<file path="src/design/eitp_pkg.sv">
`timescale 1ns / 1ps
// ----------------------------------------------------------------------------
// eitp_pkg: shared types and constants of the EIT section parser
// Record kinds, parse phases, register indexes and the result record type.
// ----------------------------------------------------------------------------
package eitp_pkg;

    localparam int MAX_SECTION_BYTES_DEF = 4096;
    localparam int POS_W = 13;

    typedef enum logic [1:0] {
        KIND_HDR = 2'd0,
        KIND_EVT = 2'd1,
        KIND_DSC = 2'd2,
        KIND_END = 2'd3
    } t_kind;

    typedef enum logic [1:0] {
        REG_EVENT_LIMIT = 2'd0,
        REG_DESC_LIMIT  = 2'd1,
        REG_MIN_BYTES   = 2'd2,
        REG_MAX_BYTES   = 2'd3
    } t_reg;

    typedef enum logic [7:0] {
        PH_HDR    = 8'b0000_0001,
        PH_BOUND  = 8'b0000_0010,
        PH_EVT    = 8'b0000_0100,
        PH_DBOUND = 8'b0000_1000,
        PH_DHDR   = 8'b0001_0000,
        PH_DBODY  = 8'b0010_0000,
        PH_DREST  = 8'b0100_0000,
        PH_TRAIL  = 8'b1000_0000
    } t_phase;

    localparam logic [1:0] ST_OK  = 2'd0;
    localparam logic [1:0] ST_CRC = 2'd1;
    localparam logic [1:0] ST_LEN = 2'd2;

    typedef struct packed {
        t_kind        kind;
        logic [15:0]  w1;
        logic [15:0]  w2;
        logic [15:0]  w3;
        logic [39:0]  wide;
        logic [23:0]  dur;
        logic [7:0]   tid;
        logic [4:0]   aux;
        logic         flag;
        logic         last;
    } t_rec;

    // Up to two records caused by one byte.
    typedef struct packed {
        logic [1:0] cnt;
        t_rec       r0;
        t_rec       r1;
    } t_pair;

    function automatic logic [31:0] crc_byte(input logic [31:0] c_in,
                                             input logic [7:0] b);
        logic [31:0] c;
        c = c_in ^ {b, 24'd0};
        for (int i = 0; i < 8; i++)
            c = c[31] ? ((c << 1) ^ 32'h04C1_1DB7) : (c << 1);
        return c;
    endfunction

endpackage

</file>
<file path="src/design/eit_section_parser.sv">
`timescale 1ns / 1ps
// ----------------------------------------------------------------------------
// eit_section_parser: DVB EIT section parser
// Byte-serial parse of an event information section into header, event,
// descriptor and summary records, with CRC-32/MPEG-2 check.
// ----------------------------------------------------------------------------
// Channel   Dir  Payload
// s_axis    in   tdata = data_byte[7:0], tlast = last_byte
// m_axis    out  tdata = words and values, tuser = record_kind, tlast = last_record
// cfg       in   i_cfg_we / i_cfg_idx / i_cfg_data, one register per write
//
// One byte request is taken per cycle unless input stalls; a byte yields at
// most two records, offered on m_axis once the records ahead have left.
// The records go through a four-entry queue; input stalls when the queue,
// counting a record leaving in the same cycle, lacks room for two more,
// which happens only after the output side has stalled.
// Reset is synchronous, active low, and restores the register defaults.
// ----------------------------------------------------------------------------
module eit_section_parser #(
    parameter int MAX_SECTION_BYTES = eitp_pkg::MAX_SECTION_BYTES_DEF
) (
    input  logic         i_clk,
    input  logic         i_rst_n,
    input  logic         i_cfg_we,
    input  logic [1:0]   i_cfg_idx,
    input  logic [12:0]  i_cfg_data,
    input  logic         s_axis_tvalid,
    output logic         s_axis_tready,
    input  logic [7:0]   s_axis_tdata,   // data_byte
    input  logic         s_axis_tlast,
    output logic         m_axis_tvalid,
    input  logic         m_axis_tready,
    // first_word[15:0], second_word[31:16], third_word[47:32],
    // wide_value[87:48], event_duration[111:88], tbl_id[119:112],
    // small_field[124:120], flag_bit[125], zeros to 127
    output logic [127:0] m_axis_tdata,
    output logic [1:0]   m_axis_tuser,   // record_kind
    output logic         m_axis_tlast    // last_record
);
    import eitp_pkg::*;

    t_pair w_pair;
    t_rec  w_rec;
    logic  w_take;

    // A byte is taken only when the queue can hold both records it may cause.
    assign w_take = s_axis_tvalid && s_axis_tready;

    eitp_front #(.MAX_BYTES(MAX_SECTION_BYTES)) u_front (
        .i_clk, .i_rst_n, .i_cfg_we, .i_cfg_idx, .i_cfg_data,
        .i_take(w_take), .i_byte(s_axis_tdata), .i_last(s_axis_tlast),
        .o_pair(w_pair)
    );

    eitp_queue u_queue (
        .i_clk, .i_rst_n, .i_wr(w_take), .i_pair(w_pair),
        .o_room(s_axis_tready), .o_valid(m_axis_tvalid), .o_rec(w_rec),
        .i_rd(m_axis_tready)
    );

    assign m_axis_tdata = {2'd0, w_rec.flag, w_rec.aux, w_rec.tid, w_rec.dur,
                           w_rec.wide, w_rec.w3, w_rec.w2, w_rec.w1};
    assign m_axis_tuser = w_rec.kind;
    assign m_axis_tlast = w_rec.last;
endmodule

</file>
<file path="src/design/eitp_front.sv">
`timescale 1ns / 1ps
// ----------------------------------------------------------------------------
// eitp_front: byte parser
// Walks the section one byte per cycle unless stalled and forms its records.
// ----------------------------------------------------------------------------
module eitp_front #(
    parameter int MAX_BYTES = eitp_pkg::MAX_SECTION_BYTES_DEF
) (
    input  logic                i_clk,
    input  logic                i_rst_n,
    input  logic                i_cfg_we,
    input  logic [1:0]          i_cfg_idx,
    input  logic [12:0]         i_cfg_data,
    input  logic                i_take,
    input  logic [7:0]          i_byte,
    input  logic                i_last,
    output eitp_pkg::t_pair     o_pair
);
    import eitp_pkg::*;

    logic [7:0]  r_ev_lim, r_ds_lim;
    logic [12:0] r_min, r_max;
    logic [12:0] r_pos, n_pos;
    t_phase      r_ph, n_ph;
    logic [11:0] r_dlen, n_dlen;
    logic signed [14:0] r_ebl, n_ebl;
    logic [7:0]  r_ecnt, n_ecnt, r_dcnt, n_dcnt;
    logic [13:0] r_dbl, n_dbl;
    logic [8:0]  r_skip, n_skip;
    logic [63:0] r_fa0, n_fa0, r_fa1, n_fa1, r_h0, n_h0, r_h1, n_h1;
    logic [31:0] r_crc, n_crc, r_rx, n_rx;

    always_ff @(posedge i_clk) begin
        if (!i_rst_n) begin
            r_ev_lim <= 8'd64;
            r_ds_lim <= 8'd32;
            r_min    <= 13'd18;
            r_max    <= 13'd4096;
        end else if (i_cfg_we) begin
            case (i_cfg_idx)
                REG_EVENT_LIMIT: r_ev_lim <= i_cfg_data[7:0];
                REG_DESC_LIMIT:  r_ds_lim <= i_cfg_data[7:0];
                REG_MIN_BYTES:   r_min    <= i_cfg_data;
                REG_MAX_BYTES:   r_max    <= i_cfg_data;
                default: ;
            endcase
        end
    end

    always_comb begin
        t_rec r;
        logic [8:0] b;
        logic [11:0] dll;
        logic [7:0] b10, b5;
        logic [12:0] tot;
        logic [1:0] st;
        n_pos = r_pos; n_ph = r_ph; n_dlen = r_dlen; n_ebl = r_ebl;
        n_ecnt = r_ecnt; n_dcnt = r_dcnt; n_dbl = r_dbl; n_skip = r_skip;
        n_fa0 = r_fa0; n_fa1 = r_fa1; n_h0 = r_h0; n_h1 = r_h1;
        n_crc = r_crc; n_rx = r_rx;
        o_pair = '0;
        r = '0; dll = '0; b10 = '0; b5 = '0; st = ST_OK;
        b = {1'b0, i_byte};
        if (r_pos >= 13'd4) n_crc = crc_byte(r_crc, r_rx[31:24]);
        n_rx = {r_rx[23:0], i_byte};
        if (r_pos != 13'h1FFF) n_pos = r_pos + 13'd1;
        tot = n_pos;
        if (r_ph == PH_HDR) begin
            if (r_pos < 13'd8) n_h0 = {r_h0[55:0], i_byte};
            else n_h1 = {r_h1[55:0], i_byte};
            if (r_pos == 13'd13) begin
                b5 = n_h0[23:16];
                n_dlen = n_h0[51:40];
                n_ebl = $signed({3'd0, n_dlen}) - 15'sd15;
                n_ph = PH_BOUND;
                r = '0;
                r.kind = KIND_HDR;
                r.w1 = n_h0[39:24];
                r.w2 = n_h1[47:32];
                r.w3 = n_h1[31:16];
                r.wide = {8'd0, n_h0[15:8], n_h0[7:0], n_h1[15:8], n_h1[7:0]};
                r.tid = n_h0[63:56];
                r.aux = b5[5:1];
                r.flag = b5[0];
                o_pair.r0 = r;
                o_pair.cnt = 2'd1;
            end
        end else begin
            if (n_ph == PH_BOUND) begin
                if (r_ebl >= 15'sd12 && r_ecnt < r_ev_lim) begin
                    n_ph = PH_EVT; n_skip = '0;
                end else n_ph = PH_TRAIL;
            end
            if (n_ph == PH_DBOUND) begin
                if (r_dbl >= 14'd2 && r_dcnt < r_ds_lim) begin
                    n_fa1 = {40'd0, i_byte, 3'd0, r_pos};
                    n_dbl = r_dbl - 14'd1;
                    n_ph = PH_DHDR;
                    b = 9'h100;
                end else n_ph = PH_DREST;
            end
            case (n_ph)
                PH_EVT: begin
                    if (n_skip < 9'd8) n_fa0 = {n_fa0[55:0], i_byte};
                    else n_fa1 = {32'd0, n_fa1[23:0], i_byte};
                    n_skip = n_skip + 9'd1;
                    if (n_skip >= 9'd12) begin
                        b10 = n_fa1[15:8];
                        dll = {b10[3:0], n_fa1[7:0]};
                        r = '0;
                        r.kind = KIND_EVT;
                        r.w1 = n_fa0[63:48];
                        r.w2 = {4'd0, dll};
                        r.wide = n_fa0[47:8];
                        r.dur = {n_fa0[7:0], n_fa1[31:16]};
                        r.aux = {2'd0, b10[7:5]};
                        r.flag = b10[4];
                        o_pair.r0 = r;
                        o_pair.cnt = 2'd1;
                        n_ecnt = r_ecnt + 8'd1;
                        n_ebl = r_ebl - $signed({3'd0, dll}) - 15'sd12;
                        n_dbl = {2'd0, dll};
                        n_dcnt = '0;
                        n_skip = '0;
                        n_ph = (dll != 12'd0) ? PH_DBOUND : PH_BOUND;
                    end
                end
                PH_DHDR: begin
                    if (!b[8]) begin
                        n_dbl = r_dbl - 14'd1;
                        n_dcnt = r_dcnt + 8'd1;
                        r = '0;
                        r.kind = KIND_DSC;
                        r.w1 = {8'd0, r_fa1[23:16]};
                        r.w2 = {8'd0, i_byte};
                        r.w3 = r_fa1[15:0];
                        o_pair.r0 = r;
                        o_pair.cnt = 2'd1;
                        n_skip = {1'b0, i_byte};
                        if (n_dbl == 14'd0) n_ph = PH_BOUND;
                        else if (i_byte == 8'd0) n_ph = PH_DBOUND;
                        else n_ph = PH_DBODY;
                    end
                end
                PH_DBODY: begin
                    n_dbl = r_dbl - 14'd1;
                    n_skip = r_skip - 9'd1;
                    if (n_dbl == 14'd0) n_ph = PH_BOUND;
                    else if (n_skip == 9'd0) n_ph = PH_DBOUND;
                end
                PH_DREST: begin
                    n_dbl = r_dbl - 14'd1;
                    if (n_dbl == 14'd0) n_ph = PH_BOUND;
                end
                default: ;
            endcase
        end
        if (i_last) begin
            if (tot < r_min || tot > r_max || 32'(tot) > 32'(MAX_BYTES) ||
                tot < 13'd18 || tot != ({1'b0, n_dlen} + 13'd3))
                st = ST_LEN;
            else if (n_crc != n_rx)
                st = ST_CRC;
            r = '0;
            r.kind = KIND_END;
            r.w1 = {8'd0, n_ecnt};
            r.w2 = {14'd0, st};
            r.wide = {8'd0, n_rx};
            if (o_pair.cnt == 2'd1) o_pair.r1 = r;
            else o_pair.r0 = r;
            o_pair.cnt = o_pair.cnt + 2'd1;
            n_pos = '0; n_ph = PH_HDR; n_dlen = '0; n_ebl = '0; n_ecnt = '0;
            n_dcnt = '0; n_dbl = '0; n_skip = '0; n_fa0 = '0; n_fa1 = '0;
            n_h0 = '0; n_h1 = '0; n_crc = '1; n_rx = '0;
        end
        if (o_pair.cnt == 2'd1) o_pair.r0.last = 1'b1;
        if (o_pair.cnt == 2'd2) o_pair.r1.last = 1'b1;
    end

    always_ff @(posedge i_clk) begin
        if (!i_rst_n) begin
            r_pos <= '0; r_ph <= PH_HDR; r_dlen <= '0; r_ebl <= '0; r_ecnt <= '0;
            r_dcnt <= '0; r_dbl <= '0; r_skip <= '0; r_fa0 <= '0; r_fa1 <= '0;
            r_h0 <= '0; r_h1 <= '0; r_crc <= '1; r_rx <= '0;
        end else if (i_take) begin
            r_pos <= n_pos; r_ph <= n_ph; r_dlen <= n_dlen; r_ebl <= n_ebl;
            r_ecnt <= n_ecnt; r_dcnt <= n_dcnt; r_dbl <= n_dbl; r_skip <= n_skip;
            r_fa0 <= n_fa0; r_fa1 <= n_fa1; r_h0 <= n_h0; r_h1 <= n_h1;
            r_crc <= n_crc; r_rx <= n_rx;
        end
    end

`ifndef ASSERT_OFF
    a_pos_hdr: assert property (@(posedge i_clk) disable iff (!i_rst_n)
        (r_ph == PH_HDR) |-> (r_pos <= 13'd13))
        else $error("header phase past byte 13");
    a_last_clear: assert property (@(posedge i_clk) disable iff (!i_rst_n)
        (i_take && i_last) |=> (r_pos == 13'd0 && r_crc == 32'hFFFF_FFFF))
        else $error("state not cleared after last byte");
    a_cnt: assert property (@(posedge i_clk) disable iff (!i_rst_n)
        o_pair.cnt != 2'd3)
        else $error("too many records for one byte");
`endif
endmodule

</file>
<file path="src/design/eitp_queue.sv">
`timescale 1ns / 1ps
// ----------------------------------------------------------------------------
// eitp_queue: record queue
// Four-entry queue of records between the parser and the output port.
// ----------------------------------------------------------------------------
module eitp_queue (
    input  logic             i_clk,
    input  logic             i_rst_n,
    input  logic             i_wr,
    input  eitp_pkg::t_pair  i_pair,
    output logic             o_room,
    output logic             o_valid,
    output eitp_pkg::t_rec   o_rec,
    input  logic             i_rd
);
    import eitp_pkg::*;

    t_rec       r_mem [4];
    logic [1:0] r_wp, r_rp;
    logic [2:0] r_cnt;
    logic [1:0] n_add;
    logic       w_rd;

    assign w_rd    = i_rd && (r_cnt != 3'd0);
    assign n_add   = i_wr ? i_pair.cnt : 2'd0;
    assign o_room  = (r_cnt <= 3'd2) || (r_cnt == 3'd3 && i_rd);
    assign o_valid = (r_cnt != 3'd0);
    assign o_rec   = r_mem[r_rp];

    always_ff @(posedge i_clk) begin
        if (n_add != 2'd0) r_mem[r_wp] <= i_pair.r0;
        if (n_add == 2'd2) r_mem[r_wp + 2'd1] <= i_pair.r1;
    end

    always_ff @(posedge i_clk) begin
        if (!i_rst_n) begin
            r_wp <= '0; r_rp <= '0; r_cnt <= '0;
        end else begin
            r_wp  <= r_wp + n_add;
            r_rp  <= r_rp + {1'b0, w_rd};
            r_cnt <= r_cnt + {1'b0, n_add} - {2'd0, w_rd};
        end
    end

`ifndef ASSERT_OFF
    a_ovf: assert property (@(posedge i_clk) disable iff (!i_rst_n)
        r_cnt <= 3'd4) else $error("queue overflow");
    a_room: assert property (@(posedge i_clk) disable iff (!i_rst_n)
        (i_wr && !o_room) |-> (i_pair.cnt == 2'd0)) else $error("write without room");
    a_empty: assert property (@(posedge i_clk) disable iff (!i_rst_n)
        (r_cnt == 3'd0 && !i_wr) |=> !o_valid) else $error("phantom record");
`endif
endmodule

</file>
<file path="config.mk">
export PLATFORM = sky130hd
export DESIGN_NAME = eit_section_parser
export DESIGN_NICKNAME = d
export VERILOG_FILES = /design/src/design/eitp_pkg.sv /design/src/design/eit_section_parser.sv /design/src/design/eitp_front.sv /design/src/design/eitp_queue.sv
export SDC_FILE = /design/constraint.sdc
export NUM_CORES = 2
export LEC_CHECK = 0
export CAP_MARGIN = 0
export CORE_UTILIZATION = 50
export CTS_CLUSTER_SIZE = 8
export DETAILED_ROUTE_END_ITERATION = 12
export DONT_BUFFER_PORTS = 1
export GPL_TIMING_DRIVEN = 0
export PLACE_DENSITY_LB_ADDON = 0.25
export RECOVER_POWER = 100
export REMOVE_ABC_BUFFERS = 1
export SLEW_MARGIN = 25
export SYNTH_ARGS = -nofsm -noshare
export SYNTH_HDL_FRONTEND = slang
export SYNTH_HIERARCHICAL = 1
export SYNTH_SLANG_ARGS = --single-unit
</file>
<file path="constraint.sdc">
create_clock -name i_clk -period 24.9 [get_ports i_clk]
set_input_delay 4.98 -clock i_clk [delete_from_list [all_inputs] [get_ports i_clk]]
set_output_delay 4.98 -clock i_clk [all_outputs]
set_load 0.02 [all_outputs]
</file>
==> summary.txt <==
Pwr
  • Final Power: 4.01 mW
  • Leak pwr: 19.6 nW
  • Maximum VDD drop: 0.0526 mV
  • Cell Pwr Density: 72.0 nW/um2

Synthesis
  • Multiplexer share of the synthesized area: 0.196
  • Number of synthesized register bits: 924
  • XOR/XNOR Fraction of Synth Area: 0.0371
  • Compound-Gate Fraction of Synth Area: 0.113
  • Largest family of logic cells by synthesized area: multiplexers
  • Distinct cells, synth: 92
  • Post-synthesis adder-cell area fraction: 0.0207
  • Synth Instances: 4,741
  • Async SR Flop Fraction: 0
  • Sequential-to-total area share from yosys stat: 0.466
  • Post-synthesis simple-gate area fraction: 0.116
  • Post-synth EDFFs: 516
  • Synth Area per Inst: 10.7 um2
  • Synth Warn #: 6
  • Mapped cell area: 50,800 um2
  • Top FF cell, synth: edfxtp_1

Finish
  • Fin util: 0.554
  • Share of post-route cells with drive strength above 1: 0.171
  • Commonest non-fill, non-tap cell in the layout: nor2_1
  • N_diodes: 0
  • P&R area growth vs syn: 9.54%
  • Nets: 4,748
  • Final instance area: 55,700 um2
  • Final Non-Filler Cells: 6,089
  • Most frequent cells in the layout: nor2_1, edfxtp_1, nand2_1

STA
  • Slew margin rel.: -2.72
  • Final worst slack: 7.81 ns
  • Final number of hold-violating endpoints: 0
  • RSZ-0062 raised after global routing: false
  • Hold Slack: 0.451 ns
  • Final setup fails: 0
  • Worst Skew: 0.0224 ns
  • Minimum clock period: 17.09 ns
  • Max Freq: 0.0585 GHz
  • Tcrit/Tclk final: 0.686
  • Worst-Margin Slew: 5.58 ns
  • Setup TNS: 0 ns
  • Slew Limit Fails: 1,303

Worst setup path
  • CP most frequent cell: nor2_1
  • Critical path buffer and inverter count: 4
  • CP Launch Type: input pin
  • Worst-path maximum fanout: 54
  • Flop2flop setup slack: 11.69 ns
  • WS Path Type: input pin to register
  • CP Capture Type: register
  • Required @ worst endpoint: 25.50 ns
  • Slowest cell on crit path: and2_0
  • Slowest stage delay, CP: 2.40 ns
  • Crit path DAT: 17.68 ns
  • Critical path cell sequence: inv_1, a31oi_1, and2_0, clkinvlp_2, clkbuf_1, nor2_1, nand2_1, nor2_1, buf_12, or2_0, a22oi_1, nor2_1
  • RR Endpoint: u_front/r_h1[33]$_SDFFE_PN0P_
  • Top delay family on crit path: simple AND/OR/NAND/NOR gates
  • RR Startpoint: u_queue/r_cnt[1]$_SDFF_PN0_
  • Worst reg2reg path depth: 11

Hold path
  • Min-delay src: u_front/r_max[5]$_SDFFE_PN0P_
  • Hold path endpoint: u_front/r_max[5]$_SDFFE_PN0P_
  • Hold WC Path Type: register to register
  • Worst Hold Path Cells: 2

GRT
  • Gr usage total: 0.280
  • Antenna violations before repair: 4
  • Overflow after GRT: 0
  • First-pass GRT wire length: 221 mm
  • Number of global-route vias before repair: 35,900
  • Largest net degree at the start of global routing: 119

Route
  • Via count: 37,200
  • Post-Route WL: 146 mm
  • TritonRoute pass-1 iters: 5
  • Routed Antenna Nets: 0
  • DR top layer: met5
  • Met2 wire len: 67.6 mm
  • Routed vias/inst: 6.11
  • Drt wl/cell: 24.0 um
  • Iteration-0 DRC Markers: 3,966
  • Met3 wire length: 11.7 mm
  • M1 WL: 62.6 mm
  • DRC: 0

Clock tree
  • Maximum clock insertion buffer count: 3
  • Clk_lat worst skew: 0.74 ns
  • Setup bufs post-CTS: 0
  • Clock Pin Slew Worst Setup and Hold Paths: 0.05 ns
  • Clock Sinks: 924
  • Hold buffer count at cts: 0
  • Post-CTS sizing: 0
  • CTS tree: yes
  • Root Buffer: clkbuf_16
  • CTS H-tree depth: 4
  • Num CTS Buffers: 134

Die
  • IO Count: 162
  • Full die area: 103,000 um2
  • Core region area: 100,000 um2
  • DIE WIDTH: 321 um
  • Initial core utilization: 0.506
  • Chip height: 321 um
  • Num rows: 116

Placement
  • Placed insts: 5,856
  • Final Wtd Congestion: 0.962
  • Detailed placer's ending HPWL: 98.7 mm
  • Buffers on Ports: 0
  • Placed Area: 52,900 um2
  • Worst slack, placed: 14.42 ns

Flow run
  • Maxcap violations: 34

Run status
  • Status: finished, violations left
  • Failing checks: max-capacitance violations, max-slew violations
==> logic make-up (layout without fill, tap and decap cells) <==
| group | Yosys count | in the layout |
|---|---|---|
| adder cells (fa/ha/maj) | 83 | 83 |
| AO/OA/AOI/OAI | 901 | 901 |
| multiplexers | 769 | 769 |
| flip-flops | 924 | 924 |
| AND/OR/NAND/NOR | 1341 | 1341 |
| XOR/XNOR | 170 | 170 |
| other | 2 | 86 |
| buffers and inverters | 551 | 458 |
==> power breakdown <==
| part | internal [mW] | switching (mW) |
|---|---|---|
| clock | 1.02 | 0.694 |
| sequential | 1.65 | 0.0326 |
| combinational | 0.208 | 0.397 |
==> worst reg2reg max path: stages (launching register included) <==
cell and delay, ns:
dfxtp_1 0.34, a31oi_1 0.53, and2_0 2.40, clkinvlp_2 1.38, clkbuf_1 1.25, nor2_1 1.99
nand2_1 1.03, nor2_1 1.23, buf_12 0.29, or2_0 2.14, a22oi_1 0.22, nor2_1 0.27
==> cell usage after synthesis (10+ instances only) <==
cell / instances / area share
xor2_1: 46 / 0.0079
nor2b_1: 10 / 0.0012
or2_2: 10 / 0.0012
o31ai_1: 10 / 0.0015
edfxtp_1: 516 / 0.30
or3_1: 21 / 0.0026
o21ai_0: 112 / 0.011
mux2i_1: 117 / 0.023
a21oi_1: 308 / 0.030
buf_2: 83 / 0.0082
nor2_1: 532 / 0.039
o21a_1: 14 / 0.0021
buf_6: 14 / 0.0031
xnor2_1: 95 / 0.016
and3_1: 19 / 0.0023
dfxtp_1: 408 / 0.16
buf_1: 22 / 0.0016
inv_1: 124 / 0.0092
o2bb2ai_1: 12 / 0.0021
clkbuf_1: 218 / 0.016
o22ai_1: 40 / 0.0049
nand2b_1: 14 / 0.0017
o21ai_1: 28 / 0.0028
and2_1: 40 / 0.0049
mux2_1: 101 / 0.022
nand3_1: 41 / 0.0040
a31oi_1: 19 / 0.0023
nor3_1: 66 / 0.0065
a211oi_1: 20 / 0.0030
xnor3_1: 12 / 0.0053
mux2_2: 421 / 0.093
a22oi_1: 193 / 0.029
nor3b_1: 14 / 0.0021
or4_1: 10 / 0.0015
nor4_1: 29 / 0.0036
mux4_2: 130 / 0.058
buf_4: 90 / 0.013
o211ai_1: 31 / 0.0046
o221ai_1: 17 / 0.0029
nand4_1: 26 / 0.0032
ha_1: 81 / 0.020
a21o_1: 29 / 0.0043
nand2_1: 476 / 0.035
==> cell type report <==
cell class / count / area, um2
clock buffers: 219 / 3720
clock inverters: 13 / 219
fillers: 8598 / 44800
inverters: 124 / 468
multi-input cells: 3350 / 25000
flip-flops and latches: 924 / 23700
well taps: 1357 / 1700
repair buffers: 102 / 908
==> how the worst max path moves through the flow <==
stage          depth (start not counted)  slack, ns                     startpoint                       endpoint
2_1_floorplan                          6      12.12                  m_axis_tready  u_queue/r_mem[3][0]$_DFFE_PP_
3_3_place_gp                           6       4.67  u_front/r_pos[8]$_SDFFE_PN0P_  u_front/r_h0[35]$_SDFFE_PN0P_
3_5_place_dp                           2      14.42                  m_axis_tready                  s_axis_tready
4_1_cts                                2      14.42                  m_axis_tready                  s_axis_tready
5_1_grt                               12       7.40                  m_axis_tready  u_front/r_h1[33]$_SDFFE_PN0P_
6_report                              12       7.81                  m_axis_tready  u_front/r_h1[33]$_SDFFE_PN0P_
==> registers in the layout, summed over array words and instances (netlist names), 9 cells and up <==
register        flops
u_front/r_dlen     12
u_front/r_fa0      64
u_front/r_max      13
u_front/r_dbl      14
u_front/r_pos      13
u_front/r_h0       64
u_front/r_crc      32
u_front/r_fa1      32
u_front/r_skip      9
u_queue/r_mem     516
u_front/r_h1       48
u_front/r_rx       32
u_front/r_ebl      15
u_front/r_min      13
==> layer usage <==
layer  global-route usage  up-vias
li1                     -    17000
met1                0.387    18400
met2                0.441     1479
met3               0.0514      273
met4               0.0983        4
met5                    0        -
Power figures use the tool's default switching activity.
